File: src/mce_pkg.sv
package mce_pkg;

   // widths of the request and response fields
   localparam int CHAR_W   = 8;
   localparam int TONE_W   = 15;
   localparam int MS_W     = 16;

   // longest run in the code table
   localparam int CODE_MAX   = 7;
   localparam int CODE_LEN_W = 3;

   localparam int DEF_MAX_ELEMENTS = 7;

   // configuration port
   localparam int CSR_DATA_W = 32;
   localparam int CSR_ADDR_W = 5;
   localparam int CSR_IDX_W  = 3;

   typedef enum logic [CSR_IDX_W-1:0] {
      CSR_DOT_TONE_HZ      = 3'd0,
      CSR_DOT_DURATION_MS  = 3'd1,
      CSR_DASH_TONE_HZ     = 3'd2,
      CSR_DASH_DURATION_MS = 3'd3,
      CSR_DASH_PAUSE_MS    = 3'd4
   } csr_index_type;

   localparam logic [TONE_W-1:0] RST_DOT_TONE_HZ      = TONE_W'(400);
   localparam logic [MS_W-1:0]   RST_DOT_DURATION_MS  = MS_W'(100);
   localparam logic [TONE_W-1:0] RST_DASH_TONE_HZ     = TONE_W'(500);
   localparam logic [MS_W-1:0]   RST_DASH_DURATION_MS = MS_W'(200);
   localparam logic [MS_W-1:0]   RST_DASH_PAUSE_MS    = MS_W'(1);

   typedef struct packed {
      logic [TONE_W-1:0] dot_tone_hz;
      logic [MS_W-1:0]   dot_duration_ms;
      logic [TONE_W-1:0] dash_tone_hz;
      logic [MS_W-1:0]   dash_duration_ms;
      logic [MS_W-1:0]   dash_pause_ms;
   } cfg_type;

   // element pattern, first element in the msb, 1 is a dash
   typedef struct packed {
      logic [CODE_LEN_W-1:0] len;
      logic [CODE_MAX-1:0]   bits;
   } code_type;

   typedef struct packed {
      logic              is_dash;
      logic [TONE_W-1:0] tone_hz;
      logic [MS_W-1:0]   tone_ms;
      logic [MS_W-1:0]   pause_ms;
      logic              last_element;
   } elem_type;

endpackage

File: src/mce_ifs.sv
interface mce_req_if import mce_pkg::*; ();
   logic              valid;
   logic              ready;
   logic [CHAR_W-1:0] char_code;

   modport source (output valid, output char_code, input ready);
   modport sink (input valid, input char_code, output ready);
endinterface

interface mce_rsp_if import mce_pkg::*; ();
   logic              valid;
   logic              ready;
   logic              is_dash;
   logic [TONE_W-1:0] tone_hz;
   logic [MS_W-1:0]   tone_ms;
   logic [MS_W-1:0]   pause_ms;
   logic              last_element;

   modport source (output valid, output is_dash, output tone_hz, output tone_ms,
                   output pause_ms, output last_element, input ready);
   modport sink (input valid, input is_dash, input tone_hz, input tone_ms,
                 input pause_ms, input last_element, output ready);
endinterface

File: src/mce_csr.sv
module mce_csr import mce_pkg::*; (
   input  logic                  clock,
   input  logic                  reset,
   input  logic                  psel,
   input  logic                  penable,
   input  logic                  pwrite,
   input  logic [CSR_ADDR_W-1:0] paddr,
   input  logic [CSR_DATA_W-1:0] pwdata,
   output logic [CSR_DATA_W-1:0] prdata,
   output logic                  pready,
   output cfg_type               cfg
);

   cfg_type       cfg_ff;
   cfg_type       cfg_in;
   logic          wr_en;
   csr_index_type idx;

   assign pready = 1'b1;
   assign wr_en  = psel & penable & pwrite;
   assign idx    = csr_index_type'(paddr[CSR_ADDR_W-1:2]);
   assign cfg    = cfg_ff;

   always_comb begin
      cfg_in = cfg_ff;
      if (wr_en) begin
         case (idx)
            CSR_DOT_TONE_HZ:      cfg_in.dot_tone_hz      = pwdata[TONE_W-1:0];
            CSR_DOT_DURATION_MS:  cfg_in.dot_duration_ms  = pwdata[MS_W-1:0];
            CSR_DASH_TONE_HZ:     cfg_in.dash_tone_hz     = pwdata[TONE_W-1:0];
            CSR_DASH_DURATION_MS: cfg_in.dash_duration_ms = pwdata[MS_W-1:0];
            CSR_DASH_PAUSE_MS:    cfg_in.dash_pause_ms    = pwdata[MS_W-1:0];
            default: ;
         endcase
      end
   end

   always_comb begin
      case (idx)
         CSR_DOT_TONE_HZ:      prdata = CSR_DATA_W'(cfg_ff.dot_tone_hz);
         CSR_DOT_DURATION_MS:  prdata = CSR_DATA_W'(cfg_ff.dot_duration_ms);
         CSR_DASH_TONE_HZ:     prdata = CSR_DATA_W'(cfg_ff.dash_tone_hz);
         CSR_DASH_DURATION_MS: prdata = CSR_DATA_W'(cfg_ff.dash_duration_ms);
         CSR_DASH_PAUSE_MS:    prdata = CSR_DATA_W'(cfg_ff.dash_pause_ms);
         default:              prdata = '0;
      endcase
   end

   always_ff @(posedge clock) begin
      if (reset) begin
         cfg_ff.dot_tone_hz      <= RST_DOT_TONE_HZ;
         cfg_ff.dot_duration_ms  <= RST_DOT_DURATION_MS;
         cfg_ff.dash_tone_hz     <= RST_DASH_TONE_HZ;
         cfg_ff.dash_duration_ms <= RST_DASH_DURATION_MS;
         cfg_ff.dash_pause_ms    <= RST_DASH_PAUSE_MS;
      end else begin
         cfg_ff <= cfg_in;
      end
   end

endmodule

File: src/mce_lookup.sv
module mce_lookup import mce_pkg::*; (
   input  logic [CHAR_W-1:0] char_code,
   output code_type          code
);

   // code rom, patterns left-justified, 1 = dash
   function automatic code_type code_rom(input logic [CHAR_W-1:0] c);
      code_type r;
      r = '0;
      case (c)
         "A":   r = '{3'd2, 7'b0100000};
         "B":   r = '{3'd4, 7'b1000000};
         "C":   r = '{3'd4, 7'b1010000};
         "D":   r = '{3'd3, 7'b1000000};
         "E":   r = '{3'd1, 7'b0000000};
         "F":   r = '{3'd4, 7'b0010000};
         "G":   r = '{3'd3, 7'b1100000};
         "H":   r = '{3'd4, 7'b0000000};
         "I":   r = '{3'd2, 7'b0000000};
         "J":   r = '{3'd4, 7'b0111000};
         "K":   r = '{3'd3, 7'b1010000};
         "L":   r = '{3'd4, 7'b0100000};
         "M":   r = '{3'd2, 7'b1100000};
         "N":   r = '{3'd2, 7'b1000000};
         "O":   r = '{3'd3, 7'b1110000};
         "P":   r = '{3'd4, 7'b0110000};
         "Q":   r = '{3'd4, 7'b1101000};
         "R":   r = '{3'd3, 7'b0100000};
         "S":   r = '{3'd3, 7'b0000000};
         "T":   r = '{3'd1, 7'b1000000};
         "U":   r = '{3'd3, 7'b0010000};
         "V":   r = '{3'd4, 7'b0001000};
         "W":   r = '{3'd3, 7'b0110000};
         "X":   r = '{3'd4, 7'b1001000};
         "Y":   r = '{3'd4, 7'b1011000};
         "Z":   r = '{3'd4, 7'b1100000};
         "1":   r = '{3'd5, 7'b0111100};
         "2":   r = '{3'd5, 7'b0011100};
         "3":   r = '{3'd5, 7'b0001100};
         "4":   r = '{3'd5, 7'b0000100};
         "5":   r = '{3'd5, 7'b0000000};
         "6":   r = '{3'd5, 7'b1000000};
         "7":   r = '{3'd5, 7'b1100000};
         "8":   r = '{3'd5, 7'b1110000};
         "9":   r = '{3'd5, 7'b1111000};
         "0":   r = '{3'd5, 7'b1111100};
         ".":   r = '{3'd6, 7'b0101010};
         ",":   r = '{3'd6, 7'b1100110};
         "?":   r = '{3'd6, 7'b0011000};
         8'h27: r = '{3'd6, 7'b0111100};  // apostrophe
         "!":   r = '{3'd6, 7'b1010110};
         "/":   r = '{3'd5, 7'b1001000};
         "(":   r = '{3'd5, 7'b1011000};
         ")":   r = '{3'd6, 7'b1011010};
         "&":   r = '{3'd5, 7'b0100000};
         ":":   r = '{3'd6, 7'b1110000};
         ";":   r = '{3'd6, 7'b1010100};
         "=":   r = '{3'd5, 7'b1000100};
         "+":   r = '{3'd5, 7'b0101000};
         "-":   r = '{3'd6, 7'b1000010};
         "_":   r = '{3'd6, 7'b0011010};
         8'h22: r = '{3'd6, 7'b0100100};  // double quote
         "$":   r = '{3'd7, 7'b0001001};
         "@":   r = '{3'd6, 7'b0110100};
         default: r = '0;
      endcase
      return r;
   endfunction

   logic [CHAR_W-1:0] upper;

   always_comb begin
      if (char_code inside {["a":"z"]}) begin
         upper = char_code - CHAR_W'(32);
      end else begin
         upper = char_code;
      end
   end

   assign code = code_rom(upper);

endmodule

File: src/mce_emit.sv
module mce_emit import mce_pkg::*; #(
   parameter int MAX_ELEMENTS = DEF_MAX_ELEMENTS
) (
   input  logic     clock,
   input  logic     reset,
   input  logic     in_valid,
   output logic     in_ready,
   input  code_type in_code,
   input  cfg_type  cfg,
   output logic     out_valid,
   input  logic     out_ready,
   output elem_type out_elem
);

   localparam int LEN_W = $clog2(MAX_ELEMENTS + 1);

   logic [CODE_MAX-1:0] pat_ff;
   logic [CODE_MAX-1:0] pat_in;
   logic [LEN_W-1:0]    left_ff;
   logic [LEN_W-1:0]    left_in;
   logic [LEN_W-1:0]    load_len;
   logic                out_valid_ff;
   logic                out_valid_in;
   elem_type            elem_ff;
   elem_type            elem_in;
   logic                busy;
   logic                advance;
   logic                last;
   logic                accept;
   logic                dash;

   always_comb begin
      if (int'(in_code.len) > MAX_ELEMENTS) begin
         load_len = LEN_W'(MAX_ELEMENTS);
      end else begin
         load_len = LEN_W'(in_code.len);
      end
   end

   assign busy     = (left_ff != '0);
   assign advance  = busy & (~out_valid_ff | out_ready);
   assign last     = (left_ff == LEN_W'(1));
   assign in_ready = ~busy | (advance & last);
   assign accept   = in_valid & in_ready;
   assign dash     = pat_ff[CODE_MAX-1];

   always_comb begin
      pat_in  = pat_ff;
      left_in = left_ff;
      if (accept) begin
         pat_in  = in_code.bits;
         left_in = load_len;
      end else if (advance) begin
         pat_in  = pat_ff << 1;
         left_in = left_ff - LEN_W'(1);
      end
   end

   always_comb begin
      if (advance) begin
         out_valid_in = 1'b1;
      end else if (out_ready) begin
         out_valid_in = 1'b0;
      end else begin
         out_valid_in = out_valid_ff;
      end
   end

   always_comb begin
      elem_in.is_dash      = dash;
      elem_in.tone_hz      = dash ? cfg.dash_tone_hz : cfg.dot_tone_hz;
      elem_in.tone_ms      = dash ? cfg.dash_duration_ms : cfg.dot_duration_ms;
      elem_in.pause_ms     = dash ? cfg.dash_pause_ms : '0;
      elem_in.last_element = last;
   end

   always_ff @(posedge clock) begin
      if (reset) begin
         left_ff      <= '0;
         out_valid_ff <= 1'b0;
      end else begin
         left_ff      <= left_in;
         out_valid_ff <= out_valid_in;
      end
   end

   always_ff @(posedge clock) begin
      pat_ff <= pat_in;
      if (advance) begin
         elem_ff <= elem_in;
      end
   end

   assign out_valid = out_valid_ff;
   assign out_elem  = elem_ff;

endmodule

File: src/morse_character_encoder.sv
// channel   dir  handshake       payload
// req_ch    in   valid/ready     char_code
// rsp_ch    out  valid/ready     is_dash, tone_hz, tone_ms, pause_ms, last_element
// csr       in   apb write/read  five timing registers at byte address 4*index
//
// a request gives one response per morse element: the element
// shift register feeds the response register one element a cycle when not stalled
// characters without a code are taken and give no response
// the next request is taken in the cycle the last element moves out
// synchronous active-high reset restores the default tones and durations
// a stalled response holds its register; the shift register then waits
module morse_character_encoder import mce_pkg::*; #(
   parameter int MAX_ELEMENTS = DEF_MAX_ELEMENTS
) (
   input  logic                  clock,
   input  logic                  reset,
   mce_req_if.sink               req_ch,
   mce_rsp_if.source             rsp_ch,
   input  logic                  psel,
   input  logic                  penable,
   input  logic                  pwrite,
   input  logic [CSR_ADDR_W-1:0] paddr,
   input  logic [CSR_DATA_W-1:0] pwdata,
   output logic [CSR_DATA_W-1:0] prdata,
   output logic                  pready
);

   cfg_type  cfg;
   code_type code;
   elem_type elem;

   // register file for tones, durations and dash pause
   mce_csr u_csr (
      .clock   (clock),
      .reset   (reset),
      .psel    (psel),
      .penable (penable),
      .pwrite  (pwrite),
      .paddr   (paddr),
      .pwdata  (pwdata),
      .prdata  (prdata),
      .pready  (pready),
      .cfg     (cfg)
   );

   // case folding and code rom, straight off the request payload
   mce_lookup u_lookup (
      .char_code (req_ch.char_code),
      .code      (code)
   );

   // element shift register plus response register
   mce_emit #(
      .MAX_ELEMENTS (MAX_ELEMENTS)
   ) u_emit (
      .clock     (clock),
      .reset     (reset),
      .in_valid  (req_ch.valid),
      .in_ready  (req_ch.ready),
      .in_code   (code),
      .cfg       (cfg),
      .out_valid (rsp_ch.valid),
      .out_ready (rsp_ch.ready),
      .out_elem  (elem)
   );

   // unpack response fields
   assign rsp_ch.is_dash      = elem.is_dash;
   assign rsp_ch.tone_hz      = elem.tone_hz;
   assign rsp_ch.tone_ms      = elem.tone_ms;
   assign rsp_ch.pause_ms     = elem.pause_ms;
   assign rsp_ch.last_element = elem.last_element;

`ifndef SYNTHESIS
   // the rest of a run follows without a bubble
   a_run_continues: assert property (@(posedge clock) disable iff (reset)
      (rsp_ch.valid && rsp_ch.ready && !rsp_ch.last_element) |=> rsp_ch.valid)
      else $error("element run broken before its last element");

   // dots never carry a pause
   a_dot_no_pause: assert property (@(posedge clock) disable iff (reset)
      (rsp_ch.valid && !rsp_ch.is_dash) |-> (rsp_ch.pause_ms == '0))
      else $error("dot element with nonzero pause");

   // a stalled response stays valid and unchanged
   a_rsp_stable: assert property (@(posedge clock) disable iff (reset)
      (rsp_ch.valid && !rsp_ch.ready) |=> (rsp_ch.valid && $stable(elem)))
      else $error("response changed while stalled");
`endif

endmodule

File: src/flat_wrapper.sv
// flat-port wrapper written by rule: the top's interface ports become plain ports
module morse_character_encoder_flat import mce_pkg::*;
#(
   parameter int MAX_ELEMENTS = DEF_MAX_ELEMENTS
)
  (clock, reset, psel, penable, pwrite, paddr, pwdata, prdata, pready, req_ch_valid, req_ch_char_code, req_ch_ready, rsp_ch_valid, rsp_ch_is_dash, rsp_ch_tone_hz, rsp_ch_tone_ms, rsp_ch_pause_ms, rsp_ch_last_element, rsp_ch_ready);
  mce_req_if req_ch_i ();
  mce_rsp_if rsp_ch_i ();
  input  logic clock;
  input  logic reset;
  input  logic psel;
  input  logic penable;
  input  logic pwrite;
  input  logic [CSR_ADDR_W-1:0] paddr;
  input  logic [CSR_DATA_W-1:0] pwdata;
  output logic [CSR_DATA_W-1:0] prdata;
  output logic pready;
  input wire logic [$bits(req_ch_i.valid)-1:0] req_ch_valid;
  input wire logic [$bits(req_ch_i.char_code)-1:0] req_ch_char_code;
  output wire logic [$bits(req_ch_i.ready)-1:0] req_ch_ready;
  output wire logic [$bits(rsp_ch_i.valid)-1:0] rsp_ch_valid;
  output wire logic [$bits(rsp_ch_i.is_dash)-1:0] rsp_ch_is_dash;
  output wire logic [$bits(rsp_ch_i.tone_hz)-1:0] rsp_ch_tone_hz;
  output wire logic [$bits(rsp_ch_i.tone_ms)-1:0] rsp_ch_tone_ms;
  output wire logic [$bits(rsp_ch_i.pause_ms)-1:0] rsp_ch_pause_ms;
  output wire logic [$bits(rsp_ch_i.last_element)-1:0] rsp_ch_last_element;
  input wire logic [$bits(rsp_ch_i.ready)-1:0] rsp_ch_ready;
  assign req_ch_i.valid = req_ch_valid;
  assign req_ch_i.char_code = req_ch_char_code;
  assign req_ch_ready = req_ch_i.ready;
  assign rsp_ch_valid = rsp_ch_i.valid;
  assign rsp_ch_is_dash = rsp_ch_i.is_dash;
  assign rsp_ch_tone_hz = rsp_ch_i.tone_hz;
  assign rsp_ch_tone_ms = rsp_ch_i.tone_ms;
  assign rsp_ch_pause_ms = rsp_ch_i.pause_ms;
  assign rsp_ch_last_element = rsp_ch_i.last_element;
  assign rsp_ch_i.ready = rsp_ch_ready;
  morse_character_encoder #(.MAX_ELEMENTS(MAX_ELEMENTS)) u_core (.clock(clock), .reset(reset), .req_ch(req_ch_i), .rsp_ch(rsp_ch_i), .psel(psel), .penable(penable), .pwrite(pwrite), .paddr(paddr), .pwdata(pwdata), .prdata(prdata), .pready(pready));
endmodule
File: config.mk
export PLATFORM = sky130hd
export DESIGN_NAME = morse_character_encoder_flat
export DESIGN_NICKNAME = d
export VERILOG_FILES = /design/src/mce_pkg.sv /design/src/mce_ifs.sv /design/src/mce_csr.sv /design/src/mce_lookup.sv /design/src/mce_emit.sv /design/src/morse_character_encoder.sv /design/src/flat_wrapper.sv
export SDC_FILE = /design/constraint.sdc
export NUM_CORES = 1
export LEC_CHECK = 0
export BUFFER_PORTS_ARGS = -buffer_cell sky130_fd_sc_hd__clkbuf_2
export CAP_MARGIN = 10
export CORE_MARGIN = 2
export CORE_UTILIZATION = 50
export DETAILED_ROUTE_END_ITERATION = 6
export PLACE_DENSITY_LB_ADDON = 0.12
export SYNTH_ARGS = -nofsm -noshare
export SYNTH_HDL_FRONTEND = slang
export SYNTH_SLANG_ARGS = --single-unit
File: constraint.sdc
create_clock -name clock -period 3.8 [get_ports clock]
set_input_delay 0.57 -clock clock [delete_from_list [all_inputs] [get_ports clock]]
set_output_delay 0.57 -clock clock [all_outputs]
set_load 0.05 [all_outputs]
==> results.cfg <==
[critical_path]
crit_path_start_kind = input port
ff2ff_path_depth = 8
crit_arrival_ns = 2.14
critical_path_class = in -> out
cp_max_fo = 22
r2r-start = u_core.u_emit.left_ff[1]$_SDFFE_PP0P_
startpoint = paddr[3]
cp.required_ns = 3.23
end_kind = output port

[power]
p_sw_mw = 2.353
seq_power_share = 0.355
internal-power_mw = 3.597
switching_share = 0.3954
p_comb_frac = 0.349
vdd_drop_max_mv = 0.8823
p_clk_frac = 0.296
power.density_mw_per_mm2 = 731.9
p_leak_nw = 3.358

[logic_synthesis]
syn_area_mm2 = 0.007010
ys_seq_elements = 138
synth_area_per_cell_um2 = 9.360
postSynthCellCount = 749
ys.flop_type = dfxtp_1
synth-edff-count = 56
yosysWarningCount = 0
seq_area_frac_synth = 0.4740
synth_cell_types = 59
synth-async-reset-ratio = 0

[min_path]
timing.hold.worst.class = in -> reg
min_path_cells = 3
holdCritStartpoint = pwdata[12]

[die]
io_pins = 136
core_mm2 = 0.01377
die_y_um = 122.4
placementRows = 43
die_x_um = 122.4
start_util = 0.5090
dieArea_mm2 = 0.01498

[sta]
max_slew.worst_pin.slew_ns = 1.143
setup_viol = 0
drv_slew = 0
final_hold_viol_count = 0
holdWs_ns = 0.4275
fmax_mhz = 369.6
fin_skew_ns = 0.008072
rsz0062_at_grt = no
slew_headroom = 0.2379
tns_ns = 0
min_period_ns = 2.705
period_share = 0.7120
finalWorstSetupSlack_ns = 1.095

[cts]
root_buffer = clkbuf_16
cts_setup_buffers = 0
clk_path_buf_depth = 2
cts.clk_slew.worst_paths_ns = 0.06
htreeDepth = 4
cts_buffers = 17
cts_tree = built
cts-hold-fix-buffers = 0
clock-sinks = 138
post_cts_resized = 0
clock_latency_ns = 0.42

[global_routing]
grt_overflow_total = 0
grt_max_degree = 53
grt_antenna_before_repair = 0
grt_pass1_vias = 5263
track_usage = 0.2467
grt_pass1_wl_mm = 27.91

[layout]
fillers = 1237
diodes = 0
layout-drive-gt1-share = 0.2243
nets = 888
area_growth_pct = 15.96

[routing]
drtIter0Drc = 439
wirelength_mm = 18.32
wl_per_cell_um = 18.00
drt-pass1-iter-count = 5
drt-vias-per-instance = 5.584
antenna_left = 0
via_count = 5685
drc = 0

[placement]
dp_slack_ns = 1.085
hpwl_mm = 12.04
gp_congestion = 0.8654
port_buffers = 100

[run_status]
status = finished, final reports clean

[run]
maxCapViolations = 0
-- path summary, 6_finish.rpt --
| path | end | slack (ns) |
|---|---|---|
| max | prdata[15] | 1.09 |
| min | u_core.u_csr.cfg[59]$_SDFFE_PP0P_ | 0.43 |
| max reg2reg | u_core.u_emit.pat_ff[6]$_DFFE_PP_ | 1.55 |
| min reg2reg | u_core.u_csr.cfg[56]$_SDFFE_PP0P_ | 0.47 |
-- critical path, cell delays in order --
cell,delay [ns]
clkbuf_2,0.37
buf_4,0.42
mux2i_1,0.33
o22ai_1,0.13
clkbuf_2,0.28
-- stage by stage --
stage | instances | cell area, µm² | total power, mW | util
after floorplan | 764 | 7067 | 3.776 | -
after global placement | 986 | 7496 | 4.214 | 0.5442
after detailed placement | 986 | 7496 | 4.231 | 0.5442
after CTS | 1018 | 8129 | 5.994 | 0.5902
after global routing | 1018 | 8129 | 6.205 | 0.5902
final | 1018 | 8129 | 5.950 | 0.5902
-- flip-flops by register name, summed over array words and instances, names as in the netlist --
name	cells
u_core.u_emit.out_elem	49
u_core.u_emit.pat_ff	7
u_core.u_emit.out_valid	1
u_core.u_emit.left_ff	3
u_core.u_csr.cfg	78
-- power by group through the flow --
| stage | registers [mW] | clock network, mW | logic [mW] |
|---|---|---|---|
| finish | 2.11 | 1.76 | 2.08 |
| global route | 2.15 | 1.85 | 2.21 |
| CTS | 2.12 | 1.78 | 2.09 |
| detailed placement | 2.15 | 0 | 2.09 |
| global placement | 2.14 | 0 | 2.08 |
| floorplan | 3.03 | 0 | 0.746 |
-- cell usage in the layout (no fill, tap or decap), types with 5 or more instances in the layout --
cell and n:
o21ai_1 7, a22oi_1 5, bufinv_16 5, clkbuf_2 100, inv_1 9, ha_1 11
nor2b_1 11, buf_4 11, nand2b_1 7, nand2_1 148, mux2_2 34, o22ai_1 17
mux2i_1 44, and2_1 17, nor3_1 6, a211oi_1 6, conb_1 17, nor2_1 54
o21ai_0 18, nand3b_1 15, clkbuf_16 17, a21oi_1 83, edfxtp_1 56, dfxtp_1 82
-- kinds of logic (layout without fill, tap and decap cells) --
| group | after synthesis | in the layout | synth area share |
|---|---|---|---|
| and+or+nand+nor | 276 | 276 | 0.1828 |
| adders and majority gates | 11 | 11 | 0.01963 |
| DFF | 138 | 138 | 0.4740 |
| AOI/OAI and AO/OA | 163 | 163 | 0.1392 |
| other | 2 | 17 | 0.001071 |
| buffers and inverters | 79 | 153 | 0.06104 |
| muxes | 80 | 80 | 0.1223 |
-- final cells by class --
class	instances	area [µm²]	share of cell area
Multi-Input combinational cell	547	3327	0.4093
Sequential cell	138	3323	0.4088
Timing Repair Buffer	111	583.1	0.07173
Clock buffer	19	432.9	0.05326
Tap cell	180	225.2	0.02771
Clock inverter	13	200.2	0.02463
Inverter	10	37.54	0.004618
-- synth_stat cells, drive strengths merged (2+ instances only) --
| cell type | n | area share |
|---|---|---|
| a2111oi | 2 | 0.0034 |
| nor2b | 11 | 0.0098 |
| nor4 | 2 | 0.0027 |
| a22oi | 5 | 0.0054 |
| conb | 2 | 0.0011 |
| clkbuf | 25 | 0.013 |
| and3 | 2 | 0.0018 |
| a21oi | 84 | 0.060 |
| o22ai | 17 | 0.015 |
| o32ai | 3 | 0.0037 |
| o31ai | 2 | 0.0021 |
| nand2 | 148 | 0.079 |
| a31oi | 4 | 0.0066 |
| and2 | 18 | 0.016 |
| o211ai | 2 | 0.0029 |
| a211oi | 6 | 0.0064 |
| or2 | 2 | 0.0018 |
| edfxtp | 56 | 0.24 |
| nor2 | 55 | 0.030 |
| dfxtp | 82 | 0.23 |
| nand2b | 7 | 0.0062 |
| mux2i | 44 | 0.063 |
| ha | 11 | 0.020 |
| nor3 | 7 | 0.0066 |
| o21ai | 25 | 0.018 |
| inv | 10 | 0.0054 |
| o21a | 2 | 0.0021 |
| mux2 | 35 | 0.056 |
| o221ai | 3 | 0.0037 |
| nand3b | 16 | 0.018 |
| nand3 | 3 | 0.0021 |
| a22o | 3 | 0.0037 |
| buf | 44 | 0.042 |
-- metal layers --
metal  part of all wire  track usage
met1               0.43       0.3168
met2               0.48       0.3938
met3              0.064      0.06320
met4              0.025       0.1070
met5                  0            0
(Power assumes the default switching activity.)
